### config.mk
export PLATFORM = sky130hd
export DESIGN_NAME = adv_local_name_extractor_top
export DESIGN_NICKNAME = d
export VERILOG_FILES = /design/src/hw/rtl/alne_pkg.sv /design/src/hw/rtl/alne_parse.sv /design/src/hw/rtl/adv_local_name_extractor_top.sv
export SDC_FILE = /design/constraint.sdc
export NUM_CORES = 1
export LEC_CHECK = 0
export BUFFER_PORTS_ARGS = -buffer_cell sky130_fd_sc_hd__buf_4
export CORE_MARGIN = 1.5
export CORE_UTILIZATION = 30
export CTS_CLUSTER_DIAMETER = 120
export DETAILED_ROUTE_END_ITERATION = 8
export GPL_TIMING_DRIVEN = 1
export HOLD_SLACK_MARGIN = 0.15
export PLACE_DENSITY_LB_ADDON = 0.25
export SLEW_MARGIN = 10
export SYNTH_ARGS = -nofsm -noshare
export SYNTH_HDL_FRONTEND = slang
export SYNTH_SLANG_ARGS = --single-unit
### constraint.sdc
create_clock -name clk -period 5.9 [get_ports clk]
set_input_delay 1.77 -clock clk [delete_from_list [all_inputs] [get_ports clk]]
set_output_delay 1.77 -clock clk [all_outputs]
set_load 0.05 [all_outputs]
### src/hw/rtl/alne_pkg.sv
// Shared types and constants for the advertising local-name extractor.
// No dependencies; imported by alne_parse and adv_local_name_extractor_top.
package alne_pkg;

  // Structure types that carry a local name
  localparam logic [7:0] TYPE_NAME_FULL  = 8'h09;
  localparam logic [7:0] TYPE_NAME_SHORT = 8'h08;

  // Result source codes
  localparam logic [1:0] SRC_PAYLOAD = 2'd0;
  localparam logic [1:0] SRC_DEFAULT = 2'd1;
  localparam logic [1:0] SRC_EMPTY   = 2'd2;

  // Length of the default name text
  localparam int unsigned DEFAULT_LEN = 7;

  // One payload byte transaction
  typedef struct packed {
    logic [7:0] payload_byte;
    logic       payload_end;
  } in_item_t;

  // One result transaction
  typedef struct packed {
    logic [7:0] name_byte;
    logic       name_last;
    logic [1:0] name_source;
  } out_item_t;

  // Parser phases, one-hot
  typedef enum logic [4:0] {
    PH_LEN  = 5'b00001,
    PH_TYPE = 5'b00010,
    PH_SKIP = 5'b00100,
    PH_NAME = 5'b01000,
    PH_DONE = 5'b10000
  } phase_t;

  // What one parsed byte produces
  typedef enum logic [1:0] {
    EV_NONE    = 2'd0,
    EV_BYTE    = 2'd1,
    EV_DEFAULT = 2'd2,
    EV_EMPTY   = 2'd3
  } ev_kind_t;

  typedef struct packed {
    ev_kind_t   kind;
    logic [7:0] data;
    logic       last;
  } ev_t;

  // Characters of the default name "Unknown"
  function automatic logic [7:0] default_char(input logic [2:0] idx);
    logic [7:0] c;
    case (idx)
      3'd0:    c = 8'h55; // U
      3'd1:    c = 8'h6E; // n
      3'd2:    c = 8'h6B; // k
      3'd3:    c = 8'h6E; // n
      3'd4:    c = 8'h6F; // o
      3'd5:    c = 8'h77; // w
      3'd6:    c = 8'h6E; // n
      default: c = 8'h00;
    endcase
    return c;
  endfunction

endpackage

### src/hw/rtl/alne_parse.sv
// Length-type-data walker: holds the parse state and classifies each byte.
// Depends on alne_pkg.
module alne_parse
  import alne_pkg::*;
#(
  parameter int unsigned NAME_MAX = 31
) (
  input  logic     clk,
  input  logic     rst,
  input  logic     step,
  input  in_item_t item,
  output ev_t      ev
);

  localparam int unsigned NW = $clog2(NAME_MAX + 1);
  localparam logic [7:0] NameMax8 = 8'(NAME_MAX);

  phase_t        phase, phase_next;
  logic [7:0]    skip_left, skip_left_next;
  logic [NW-1:0] name_left, name_left_next;

  logic [NW-1:0] name_cap;
  logic [7:0]    skip_dec;
  logic [NW-1:0] name_dec;
  logic          is_name_type;

  assign is_name_type = (item.payload_byte == TYPE_NAME_FULL) ||
                        (item.payload_byte == TYPE_NAME_SHORT);
  assign name_cap = (skip_left > NameMax8) ? NW'(NAME_MAX) : skip_left[NW-1:0];
  assign skip_dec = (skip_left != 8'd0) ? skip_left - 8'd1 : skip_left;
  assign name_dec = (name_left != '0) ? name_left - NW'(1) : name_left;

  // Decide the next state and the result of the current byte
  always_comb begin
    phase_next     = phase;
    skip_left_next = skip_left;
    name_left_next = name_left;
    ev.kind        = EV_NONE;
    ev.data        = item.payload_byte;
    ev.last        = 1'b0;
    case (phase)
      PH_LEN: begin
        if (item.payload_byte == 8'd0 || item.payload_end) begin
          ev.kind    = EV_DEFAULT;
          phase_next = PH_DONE;
        end else begin
          skip_left_next = item.payload_byte - 8'd1;
          phase_next     = PH_TYPE;
        end
      end
      PH_TYPE: begin
        if (is_name_type) begin
          if (name_cap == '0 || item.payload_end) begin
            ev.kind    = EV_EMPTY;
            phase_next = PH_DONE;
          end else begin
            name_left_next = name_cap;
            phase_next     = PH_NAME;
          end
        end else if (item.payload_end) begin
          ev.kind    = EV_DEFAULT;
          phase_next = PH_DONE;
        end else begin
          phase_next = (skip_left != 8'd0) ? PH_SKIP : PH_LEN;
        end
      end
      PH_SKIP: begin
        if (item.payload_end) begin
          ev.kind    = EV_DEFAULT;
          phase_next = PH_DONE;
        end else begin
          skip_left_next = skip_dec;
          if (skip_dec == 8'd0) phase_next = PH_LEN;
        end
      end
      PH_NAME: begin
        ev.kind        = EV_BYTE;
        ev.last        = (name_dec == '0) || item.payload_end;
        name_left_next = name_dec;
        if (name_dec == '0) phase_next = PH_DONE;
      end
      PH_DONE: begin
        phase_next = PH_DONE;
      end
      default: begin
        phase_next = PH_LEN;
      end
    endcase
    // Restart the walk after the final byte of a payload
    if (item.payload_end) begin
      phase_next     = PH_LEN;
      skip_left_next = 8'd0;
      name_left_next = '0;
    end
  end

  // Advance the state when the byte is consumed
  always_ff @(posedge clk) begin
    if (rst) begin
      phase     <= PH_LEN;
      skip_left <= 8'd0;
      name_left <= '0;
    end else if (step) begin
      phase     <= phase_next;
      skip_left <= skip_left_next;
      name_left <= name_left_next;
    end
  end

endmodule

### src/hw/rtl/adv_local_name_extractor_top.sv
// Top level of the advertising local-name extractor: input register,
// parser and result register with the default-name sequencer.
// Depends on alne_pkg and alne_parse.
//
//   channel  | valid          | stall          | data
//   ---------+----------------+----------------+-------------------------
//   payload  | payload_valid  | payload_stall  | payload (in_item_t)
//   result   | result_valid   | result_stall   | result  (out_item_t)
//
// A payload byte is registered in the input and then the result register;
// a byte with no result is consumed every cycle, and one with a result every
// cycle unless a result stall or the default name holds it. The byte that
// calls for the default name "Unknown" is consumed at once, and the result
// register then steps through the other six characters; a byte with a result
// waits in the input register until the last one is loaded, others flow on.
// Reset clears the parse state, both valid flags and the character counter.
// A result stall holds the result register and backs up into payload_stall.
module adv_local_name_extractor_top
  import alne_pkg::*;
#(
  parameter int unsigned NAME_MAX = 31
) (
  input  logic      clk,
  input  logic      rst,
  input  logic      payload_valid,
  output logic      payload_stall,
  input  in_item_t  payload,
  output logic      result_valid,
  input  logic      result_stall,
  output out_item_t result
);

  logic     in_q_valid;
  in_item_t in_q;
  ev_t      ev;
  logic     out_free;
  logic     consume;
  logic [2:0] burst_left;
  logic [2:0] burst_idx;

  assign out_free      = !result_valid || !result_stall;
  assign consume       = in_q_valid &&
                         (ev.kind == EV_NONE || (out_free && burst_left == 3'd0));
  assign payload_stall = in_q_valid && !consume;
  assign burst_idx     = 3'(DEFAULT_LEN) - burst_left;

  // Hold the incoming transaction
  always_ff @(posedge clk) begin
    if (rst) begin
      in_q_valid <= 1'b0;
    end else if (!payload_stall) begin
      in_q_valid <= payload_valid;
    end
  end

  always_ff @(posedge clk) begin
    if (!payload_stall) begin
      in_q <= payload;
    end
  end

  alne_parse #(
    .NAME_MAX(NAME_MAX)
  ) u_parse (
    .clk  (clk),
    .rst  (rst),
    .step (consume),
    .item (in_q),
    .ev   (ev)
  );

  // Load the result register: default text first, then new events
  always_ff @(posedge clk) begin
    if (rst) begin
      result_valid <= 1'b0;
      burst_left   <= 3'd0;
    end else if (out_free) begin
      if (burst_left != 3'd0) begin
        result_valid <= 1'b1;
        burst_left   <= burst_left - 3'd1;
      end else if (consume && ev.kind != EV_NONE) begin
        result_valid <= 1'b1;
        burst_left   <= (ev.kind == EV_DEFAULT) ? 3'(DEFAULT_LEN - 1) : 3'd0;
      end else begin
        result_valid <= 1'b0;
      end
    end
  end

  always_ff @(posedge clk) begin
    if (out_free) begin
      if (burst_left != 3'd0) begin
        result.name_byte   <= default_char(burst_idx);
        result.name_last   <= (burst_left == 3'd1);
        result.name_source <= SRC_DEFAULT;
      end else begin
        case (ev.kind)
          EV_BYTE: begin
            result.name_byte   <= ev.data;
            result.name_last   <= ev.last;
            result.name_source <= SRC_PAYLOAD;
          end
          EV_DEFAULT: begin
            result.name_byte   <= default_char(3'd0);
            result.name_last   <= 1'b0;
            result.name_source <= SRC_DEFAULT;
          end
          EV_EMPTY: begin
            result.name_byte   <= 8'd0;
            result.name_last   <= 1'b1;
            result.name_source <= SRC_EMPTY;
          end
          default: begin
            result <= result;
          end
        endcase
      end
    end
  end

endmodule
==> results.toml, run 1 <==
[status]
outcome = "finished, violations left"
violations = "design-rule violations"

[cts]
post-cts-setup-buffer-count = 0
clk_pin_slew_worst_paths_ns = 0.09
clkLatencyLatePin_ns = 0.30
cts_root_buf = "clkbuf_8"
clock_path_buffers = 2
ctsResizeCount = 0
cts_htree_levels = 2
postCtsHoldBufs = 0
cts.sinks = 43
cts_tree = "done"
numCtsBuffers = 5

[setup_path]
path_max_fanout = 11
cp_slowest_cell = "nand3_1"
cp.arrival_ns = 2.90
timing_worst_setup_path_type = "input pin to primary output"
path_buf_inv = 3
end_kind = "primary output"
cp_top_family = "simple AND/OR/NAND/NOR gates"
startpoint_type = "input pin"
slowest_delay_ns = 0.40
required_ns = 4.13
path_cells = "buf_4, nand2_1, nand2_1, nand3_1, inv_1, buf_4"

[finish]
num-nets-final = 354
drive_gt1_share_pct = 13.6
fin_area_sq_mm = 0.00314
area_growth_pct = 13.6
diodes = 0
utilization_pct = 35.6

[synthesis]
synthesis.area_sq_mm = 0.00276
ys_async_sr_fraction_pct = 0
yosys_warnings = 0
synth.most_common_cell = "nand2_1"
synth_area_leaders = "edfxtp_1 22%, dfxtp_1 17%, ha_1 5.0%, nand2_1 4.8%, a21oi_1 4.0%"
ys_types = 51
synth_commonest_cells = "35 x nand2_1, 25 x nor2_1, 23 x dfxtp_1"
yosysTopAreaCell = "edfxtp_1"
synth_seq_area_share_pct = 38.4
synth_ff_type = "dfxtp_1"
synth_nets = 338
synthCells = 314
synth_top_area_share_pct = 21.7
synth_edf_count = 20
synth-seq-cells = 43
syn_area_per_cell_sq_um = 8.80

[timing]
setup_viol = 0
drv_slew = 0
hold_ws_ns = 0.511
relSlewSlack_pct = 38.4
period_share_pct = 79.1
fin_setup_tns_ns = 0
finalCriticalPeriod_ns = 4.67
worstMarginPinSlew_ns = 0.921
grt_setup_unrepaired = "false"
timing.final.hold_violations = 0
fin_worst_skew_ns = 0.00572
clock.fmax_mhz = 214

[floorplanning]
fp-row-count = 34
io_pins = 26
initial_core_util_pct = 31.4
die-area_sq_mm = 0.00980
coreArea_sq_mm = 0.00881
die_h_um = 99.0
die_x_um = 99.0

[detailed_routing]
vias = 2330
wl_per_cell_um = 14.7
drtPass1Iterations = 6
via_per_inst = 5.31
ant_nets = 0
first_iter_violations = 161
route.detailed.drc = 1
routed_wl_mm = 6.46

[global_routing]
grt_pass1_wl_mm = 11.0
grt_usage_pct = 14.0
globalRoute.totalOverflow = 0
grt_max_degree = 26
grt_pass1_vias = 2269
antenna_found_initial = 0

[min_path]
worstHoldPathType = "register to register"

[power]
power_mw = 1.47
power_density_mw_per_mm2 = 467
p_leak_nw = 1.24
ir_drop_v = 0.000194

[placed_design]
io_buffers = 25
placed_cell_area_sq_mm = 0.00301
dpl.hpwl_mm = 4.78
gp_congestion = 0.861

[flow_run]
max_cap_violations = 0
## sequential cells by signal, indices dropped and copies added (netlist names)
signal             flops
burst_left             3
in_q                   9
in_q_valid             1
result                11
result_valid           1
u_parse.name_left      5
u_parse.phase          5
u_parse.skip_left      8
## worst min-delay path: stages (launching register included)
cell and delay (ns):
dfxtp_1 0.35, nand2_1 0.07, a21oi_1 0.05
## per-stage QoR
stage / setup WS (ns) / instances
5_1_grt: 0.814 / 439
6_report: 1.23 / 439
3_5_place_dp: 1.21 / 431
2_1_floorplan: 1.36 / 314
4_1_cts: 1.19 / 439
3_3_place_gp: 1.23 / 431
## area by class of cell
type	count	area [sq um]
fill	897	5670
multi-input combinational	241	1570
sequential	43	1060
timing repair buffer	25	188
tap	108	135
clock buffer	6	72.6
clock inverter	2	60.1
inverter	14	52.6
## cells by family after synthesis
| family | share of synthesized area [%] |
|---|---|
| simple gates | 26.1 |
| compound gates | 16.6 |
| flops | 38.4 |
| buf+inv | 4.80 |
| mux | 5.61 |
| xor+xnor | 3.49 |
| fa+ha+maj | 4.98 |
## where the power goes
group | leakage [nW] | internal, mW | switching (mW)
Combinational | 0.787 | 0.235 | 0.472
Clock | 0.0654 | 0.169 | 0.105
Sequential | 0.392 | 0.418 | 0.0662
Total | 1.24 | 0.823 | 0.644
## final timing paths
path / endpoint / slack [ns] / cells after the start / start
worst min register to register: burst_left[0]$_SDFFE_PP0P_ / 0.51 / 2 / burst_left[0]$_SDFFE_PP0P_
worst max register to register: u_parse.phase[2]$_SDFFE_PP0P_ / 3.12 / 9 / u_parse.skip_left[0]$_SDFFE_PP0P_
worst max-delay path: payload_stall / 1.23 / 6 / result_stall
worst min-delay path: burst_left[0]$_SDFFE_PP0P_ / 0.51 / 2 / burst_left[0]$_SDFFE_PP0P_
## metal layers
metal | vias to the layer above | GRT usage [%] | part of all wire, %
met5 | - | 0 | 0
met4 | 0 | 5.60 | 2.0
met3 | 9 | 1.63 | 2.9
met2 | 44 | 22.3 | 46
met1 | 1112 | 19.2 | 49
li1 | 1165 | - | -
## placed cells by master (no fill, tap or decap), types with 3 or more instances in the layout
cell,n
o211ai_1,4
o21ai_0,18
ha_1,11
and3_1,4
nand2_1,35
o31ai_1,4
dfxtp_1,23
xnor2_1,8
clkbuf_8,5
buf_4,25
edfxtp_1,20
mux2_4,3
mux2i_1,11
nor2_1,25
xor2_1,3
nand2b_1,12
inv_1,14
nor4_1,6
a21oi_1,22
nor2b_1,8
or3_1,3
nand3_1,15
nor3_1,14
No activity file was read; power rests on OpenSTA's default activity.
==> inputs of run 2 (changes only) <==
==> constraint.sdc (replaced) <==
create_clock -name clk -period 3.91 [get_ports clk]
set_input_delay 1.173 -clock clk [delete_from_list [all_inputs] [get_ports clk]]
set_output_delay 1.173 -clock clk [all_outputs]
set_load 0.05 [all_outputs]
==> results.toml, run 2 (same netlist as run 1, synthesis figures left out) <==
[min_path]
worstHoldPathType = "register to register"
min_from = "burst_left[0]$_SDFFE_PP0P_"

[floorplanning]
coreArea_sq_mm = 0.00881
fp-row-count = 34
initial_core_util_pct = 31.4
die-area_sq_mm = 0.00980
die_x_um = 99.0
io_pins = 26
die_h_um = 99.0

[placed_design]
dpl.hpwl_mm = 4.86
placed_cell_area_sq_mm = 0.00303
gp_congestion = 0.910
io_buffers = 25
dp.cells = 434

[finish]
num-fill-cells = 880
stdcell_count = 442
largest_register = "result"
area_growth_pct = 13.7
largest_reg_flops = 11
mostFrequentLayoutCell = "nand2_1"
final_cell_mix = "35 x nand2_1, 28 x buf_4, 25 x nor2_1, 23 x dfxtp_1, 22 x a21oi_1"
diodes = 0
fin_area_sq_mm = 0.00314
drive_gt1_share_pct = 14.7
num-nets-final = 357
top_regs = "result: 11 flops, in_q: 9 flops, u_parse.skip_left: 8 flops"

[timing]
drv_slew = 0
clock.fmax_mhz = 275
finalCriticalPeriod_ns = 3.64
period_share_pct = 93.2
fin_setup_tns_ns = 0
grt_setup_unrepaired = "false"
fin_worst_skew_ns = 0.00664
relSlewSlack_pct = 51.5
timing.final.hold_violations = 0
setup_viol = 0
worstMarginPinSlew_ns = 0.721

[setup_path]
required_ns = 2.74
path_cells = "nor4_1, a21o_1, a31oi_1, o21ai_0, nand3_1, inv_1, buf_4"
startpoint_type = "register"
cp_top_family = "simple AND/OR/NAND/NOR gates"
end_kind = "primary output"
timing_worst_setup_path_type = "register to primary output"
cp-startpoint = "u_parse.skip_left[2]$_SDFFE_PP0P_"
path_max_fanout = 11
worst_r2r_startpoint = "u_parse.skip_left[0]$_SDFFE_PP0P_"
r2r_slack_ns = 1.10
cp.arrival_ns = 2.47
slowest_delay_ns = 0.65
cp_slowest_cell = "nor4_1"
path_buf_inv = 2

[cts]
clkLatencyLatePin_ns = 0.30
postCtsHoldBufs = 0
cts_tree = "done"
clk_pin_slew_worst_paths_ns = 0.09
cts_root_buf = "clkbuf_8"
post-cts-setup-buffer-count = 0
cts_htree_levels = 2
numCtsBuffers = 5
cts.sinks = 43
clock_path_buffers = 2
ctsResizeCount = 0

[detailed_routing]
wl_per_cell_um = 14.9
via_per_inst = 5.15
vias = 2275
routed_wl_mm = 6.57
drtPass1Iterations = 7
ant_nets = 0
first_iter_violations = 112
route.detailed.drc = 1

[global_routing]
globalRoute.totalOverflow = 0
grt_usage_pct = 13.7
grt_pass1_wl_mm = 10.8
grt_max_degree = 26
antenna_found_initial = 0
grt_pass1_vias = 2176

[status]
violations = "design-rule violations"
outcome = "finished, violations left"

[power]
p_leak_nw = 1.25
ir_drop_v = 0.000246
power_density_mw_per_mm2 = 688

[flow_run]
max_cap_violations = 0
run 2: worst reg2reg max path, stage by stage (launching register included):
cell and delay (ns):
dfxtp_1 0.39, inv_1 0.13, ha_1 0.23, or3b_1 0.39, o31ai_1 0.32, nand3_1 0.15
a221o_1 0.37, a221oi_4 0.42, mux2i_1 0.24, nor2_1 0.05
run 2: path summary, 6_finish.rpt:
kind,end,cells past startpoint
worst min-delay path,burst_left[0]$_SDFFE_PP0P_,2
worst max register to register,u_parse.phase[3]$_SDFFE_PP0P_,9
worst max-delay path,payload_stall,7
worst min register to register,burst_left[0]$_SDFFE_PP0P_,2
run 2: cell type report:
cell class                      count  area, sq um  area share (%)
Multi-Input combinational cell    241         1570            50.0
Sequential cell                    43         1060            33.8
Timing Repair Buffer               28          210            6.69
Tap cell                          108          135            4.30
Clock buffer                        5         68.8            2.19
Inverter                           14         52.6            1.67
Clock inverter                      3         43.8            1.39
run 2: stage by stage:
stage / hold WS (ns) / util (%) / power, mW / setup WS, ns
2_1_floorplan: 0.466 / - / 1.54 / 0.448
3_3_place_gp: 0.488 / 34.4 / 1.82 / 0.639
3_5_place_dp: 0.487 / 34.4 / 1.80 / 0.575
4_1_cts: 0.504 / 35.7 / 2.17 / 0.254
5_1_grt: 0.517 / 35.7 / 2.29 / 0.0104
6_report: 0.507 / 35.7 / 2.16 / 0.267
run 2: metal layers:
| metal | GRT usage [%] | up-vias | wire length (um) |
|---|---|---|---|
| met4 | 4.07 | 0 | 121 |
| met1 | 19.0 | 1051 | 3240 |
| met5 | 0 | - | 0 |
| li1 | - | 1164 | - |
| met3 | 2.13 | 11 | 188 |
| met2 | 22.1 | 49 | 3020 |
run 2: report_power, final:
| part | switching (mW) | internal (mW) |
|---|---|---|
| logic | 0.716 | 0.361 |
| clock network | 0.163 | 0.190 |
| registers | 0.0989 | 0.631 |
==> inputs of run 3 (changes only) <==
--- a/config.mk
+++ b/config.mk
@@ -5,6 +5,7 @@
 export SDC_FILE = /design/constraint.sdc
 export NUM_CORES = 1
 export LEC_CHECK = 0
+export ABC_AREA = 1
 export BUFFER_PORTS_ARGS = -buffer_cell sky130_fd_sc_hd__buf_4
 export CORE_MARGIN = 1.5
 export CORE_UTILIZATION = 30
==> results.toml, run 3 <==
[status]
outcome = "finished clean"

[timing]
finalCriticalPeriod_ns = 3.30
grt_setup_unrepaired = "false"
drv_slew = 0
setup_ws_ns = 0.610
clock.fmax_mhz = 303
setup_viol = 0
timing.final.hold_violations = 0
hold_ws_ns = 0.470
fin_setup_tns_ns = 0
fin_worst_skew_ns = 0.00586
relSlewSlack_pct = 68.6
period_share_pct = 84.4
worstMarginPinSlew_ns = 0.471

[min_path]
worst_hold_path.endpoint = "u_parse.name_left[0]$_SDFFE_PP0P_"
min_from = "u_parse.name_left[0]$_SDFFE_PP0P_"
holdPathStages = 2
worstHoldPathType = "register to register"

[synthesis]
synth_edf_count = 20
synth_compound_area_share_pct = 12.3
ys_types = 38
ys_async_sr_fraction_pct = 0
synth_commonest_cells = "92 x nand2_1, 46 x inv_1, 46 x nor2_1"
synthCells = 392
synth_xor_area_share_pct = 1.80
yosys_warnings = 0
synthAdderAreaFrac_pct = 4.84
synthesis.area_sq_mm = 0.00284
synthMuxAreaShare_pct = 0
syn_area_per_cell_sq_um = 7.25
synthSimpleGateAreaFrac_pct = 35.4
synth.most_common_cell = "nand2_1"
synth-seq-cells = 43
yosysTopAreaCell = "edfxtp_1"
synth_top_family_by_area = "simple AND/OR/NAND/NOR gates"
synth_top_area_share_pct = 21.1
synth_ff_type = "dfxtp_1"
synth_nets = 416
synth_seq_area_share_pct = 37.3
synth_area_leaders = "edfxtp_1 21%, dfxtp_1 16%, nand2_1 12%, nand3_1 6.9%, inv_1 6.1%"

[setup_path]
worst_r2r_startpoint = "in_q[1]$_DFFE_PN_"
slowest_delay_ns = 0.47
cp.arrival_ns = 2.13
path_cells = "inv_1, ha_1, nor2_1, nor2_1, nand2_2, nor2_2, nand2_2, nand4_4, nand3_1, inv_1, buf_4"
end_kind = "primary output"
path_buf_inv = 3
path_max_fanout = 5
cp_top_family = "simple AND/OR/NAND/NOR gates"
timing_worst_setup_path_type = "register to primary output"
required_ns = 2.74
rr_endpoint = "result[5]$_DFFE_PP_"
cp_slowest_cell = "edfxtp_1"
r2r_slack_ns = 1.67
r2r_cells = 11
startpoint_type = "register"

[finish]
diodes = 0
num-fill-cells = 994
largest_register = "result"
largest_reg_flops = 11
area_growth_pct = 14.1
drive_gt1_share_pct = 16.8
fin_area_sq_mm = 0.00324
num-nets-final = 446
top_regs = "result: 11 flops, in_q: 9 flops, u_parse.skip_left: 8 flops"
final_cell_mix = "92 x nand2_1, 46 x inv_1, 46 x nor2_1, 39 x nand3_1, 27 x buf_4"
mostFrequentLayoutCell = "nand2_1"
stdcell_count = 534

[detailed_routing]
via_per_inst = 4.92
vias = 2629
routed_wl_mm = 6.78
first_iter_violations = 118
route.detailed.drc = 0
wl_per_cell_um = 12.7
drtPass1Iterations = 4
ant_nets = 0

[cts]
numCtsBuffers = 5
cts_root_buf = "clkbuf_8"
postCtsHoldBufs = 0
clk_pin_slew_worst_paths_ns = 0.08
clkLatencyLatePin_ns = 0.30
cts_tree = "done"
clock_path_buffers = 2
cts.sinks = 43
ctsResizeCount = 0
cts_htree_levels = 2
post-cts-setup-buffer-count = 0

[placed_design]
dpl.hpwl_mm = 5.36
gp_congestion = 0.888
io_buffers = 25
placed_cell_area_sq_mm = 0.00315
place_ws_ns = 0.630
dp.cells = 526

[floorplanning]
die_h_um = 100
die-area_sq_mm = 0.0101
fp-row-count = 35
coreArea_sq_mm = 0.00920
initial_core_util_pct = 30.9
die_x_um = 100
io_pins = 26

[global_routing]
grt_max_degree = 20
globalRoute.totalOverflow = 0
antenna_found_initial = 0
grt_pass1_wl_mm = 11.3
grt_usage_pct = 14.1
grt_pass1_vias = 2407

[power]
ir_drop_v = 0.000194
power_density_mw_per_mm2 = 633
p_leak_nw = 1.46

[flow_run]
max_cap_violations = 0
-- run 3: changes by cell type after synthesis, moves of 8 or more --
cell	before	now
nor3_1	14	4
nand2b_1	12	0
nand3_1	15	39
nor2b_1	8	0
mux2i_1	11	0
nand2_2	0	10
clkbuf_1	10	2
nand2_1	35	92
inv_1	14	46
nor2_1	25	46
xnor2_1	8	0
-- run 3: how the worst max path moves through the flow --
stage	end	from	depth (start not counted)
2_1_floorplan	payload_stall	result_stall	6
3_3_place_gp	payload_stall	result_stall	8
3_5_place_dp	payload_stall	result_stall	8
4_1_cts	payload_stall	in_q[1]$_DFFE_PN_	11
5_1_grt	payload_stall	in_q[1]$_DFFE_PN_	11
6_report	payload_stall	in_q[1]$_DFFE_PN_	11
-- run 3: metrics by stage --
stage / power [mW] / util [%]
CTS: 2.07 / 35.3
detailed placement: 1.78 / 34.3
floorplan: 1.50 / -
global placement: 1.77 / 34.3
finish: 2.05 / 35.3
global route: 2.21 / 35.3
-- run 3: logic make-up (layout without fill, tap and decap cells) --
logic type / after synthesis / after routing
buffers and inverters: 57 / 88
AOI/OAI and AO/OA: 62 / 62
adders and majority gates: 11 / 11
DFF: 43 / 43
xor gates and xnor gates: 5 / 5
and+or+nand+nor: 214 / 214
-- run 3: area by class of cell --
class / instances / area, sq um / share of cell area (%)
multi-input combinational: 292 / 1550 / 47.6
sequential: 43 / 1060 / 32.7
inverter: 53 / 206 / 6.37
timing repair buffer: 27 / 203 / 6.25
tap: 111 / 139 / 4.28
clock buffer: 5 / 68.8 / 2.12
clock inverter: 3 / 20.0 / 0.617
-- run 3: worst reg2reg max path: stages, from the launching register on --
cell and delay [ns]:
edfxtp_1 0.47, inv_1 0.13, ha_1 0.17, nor2_1 0.05, nor2_1 0.12, nand2_2 0.10
nor2_2 0.14, nand2_2 0.11, nand3_2 0.18, inv_1 0.12, a31oi_1 0.15, buf_4 0.22
-- run 3: power by group --
part | internal (mW) | switching, mW
Clock | 0.124 | 0.165
Combinational | 0.323 | 0.754
Sequential | 0.620 | 0.0675
Total | 1.07 | 0.987
-- run 3: per-layer routing --
layer	part of all wire (%)	wire (um)	vias up	global-route usage (%)
li1	-	-	1345	-
met1	48	3270	1205	19.1
met2	46	3110	71	22.7
met3	4.5	305	8	2.51
met4	1.5	99	0	4.55
met5	0	0	-	0
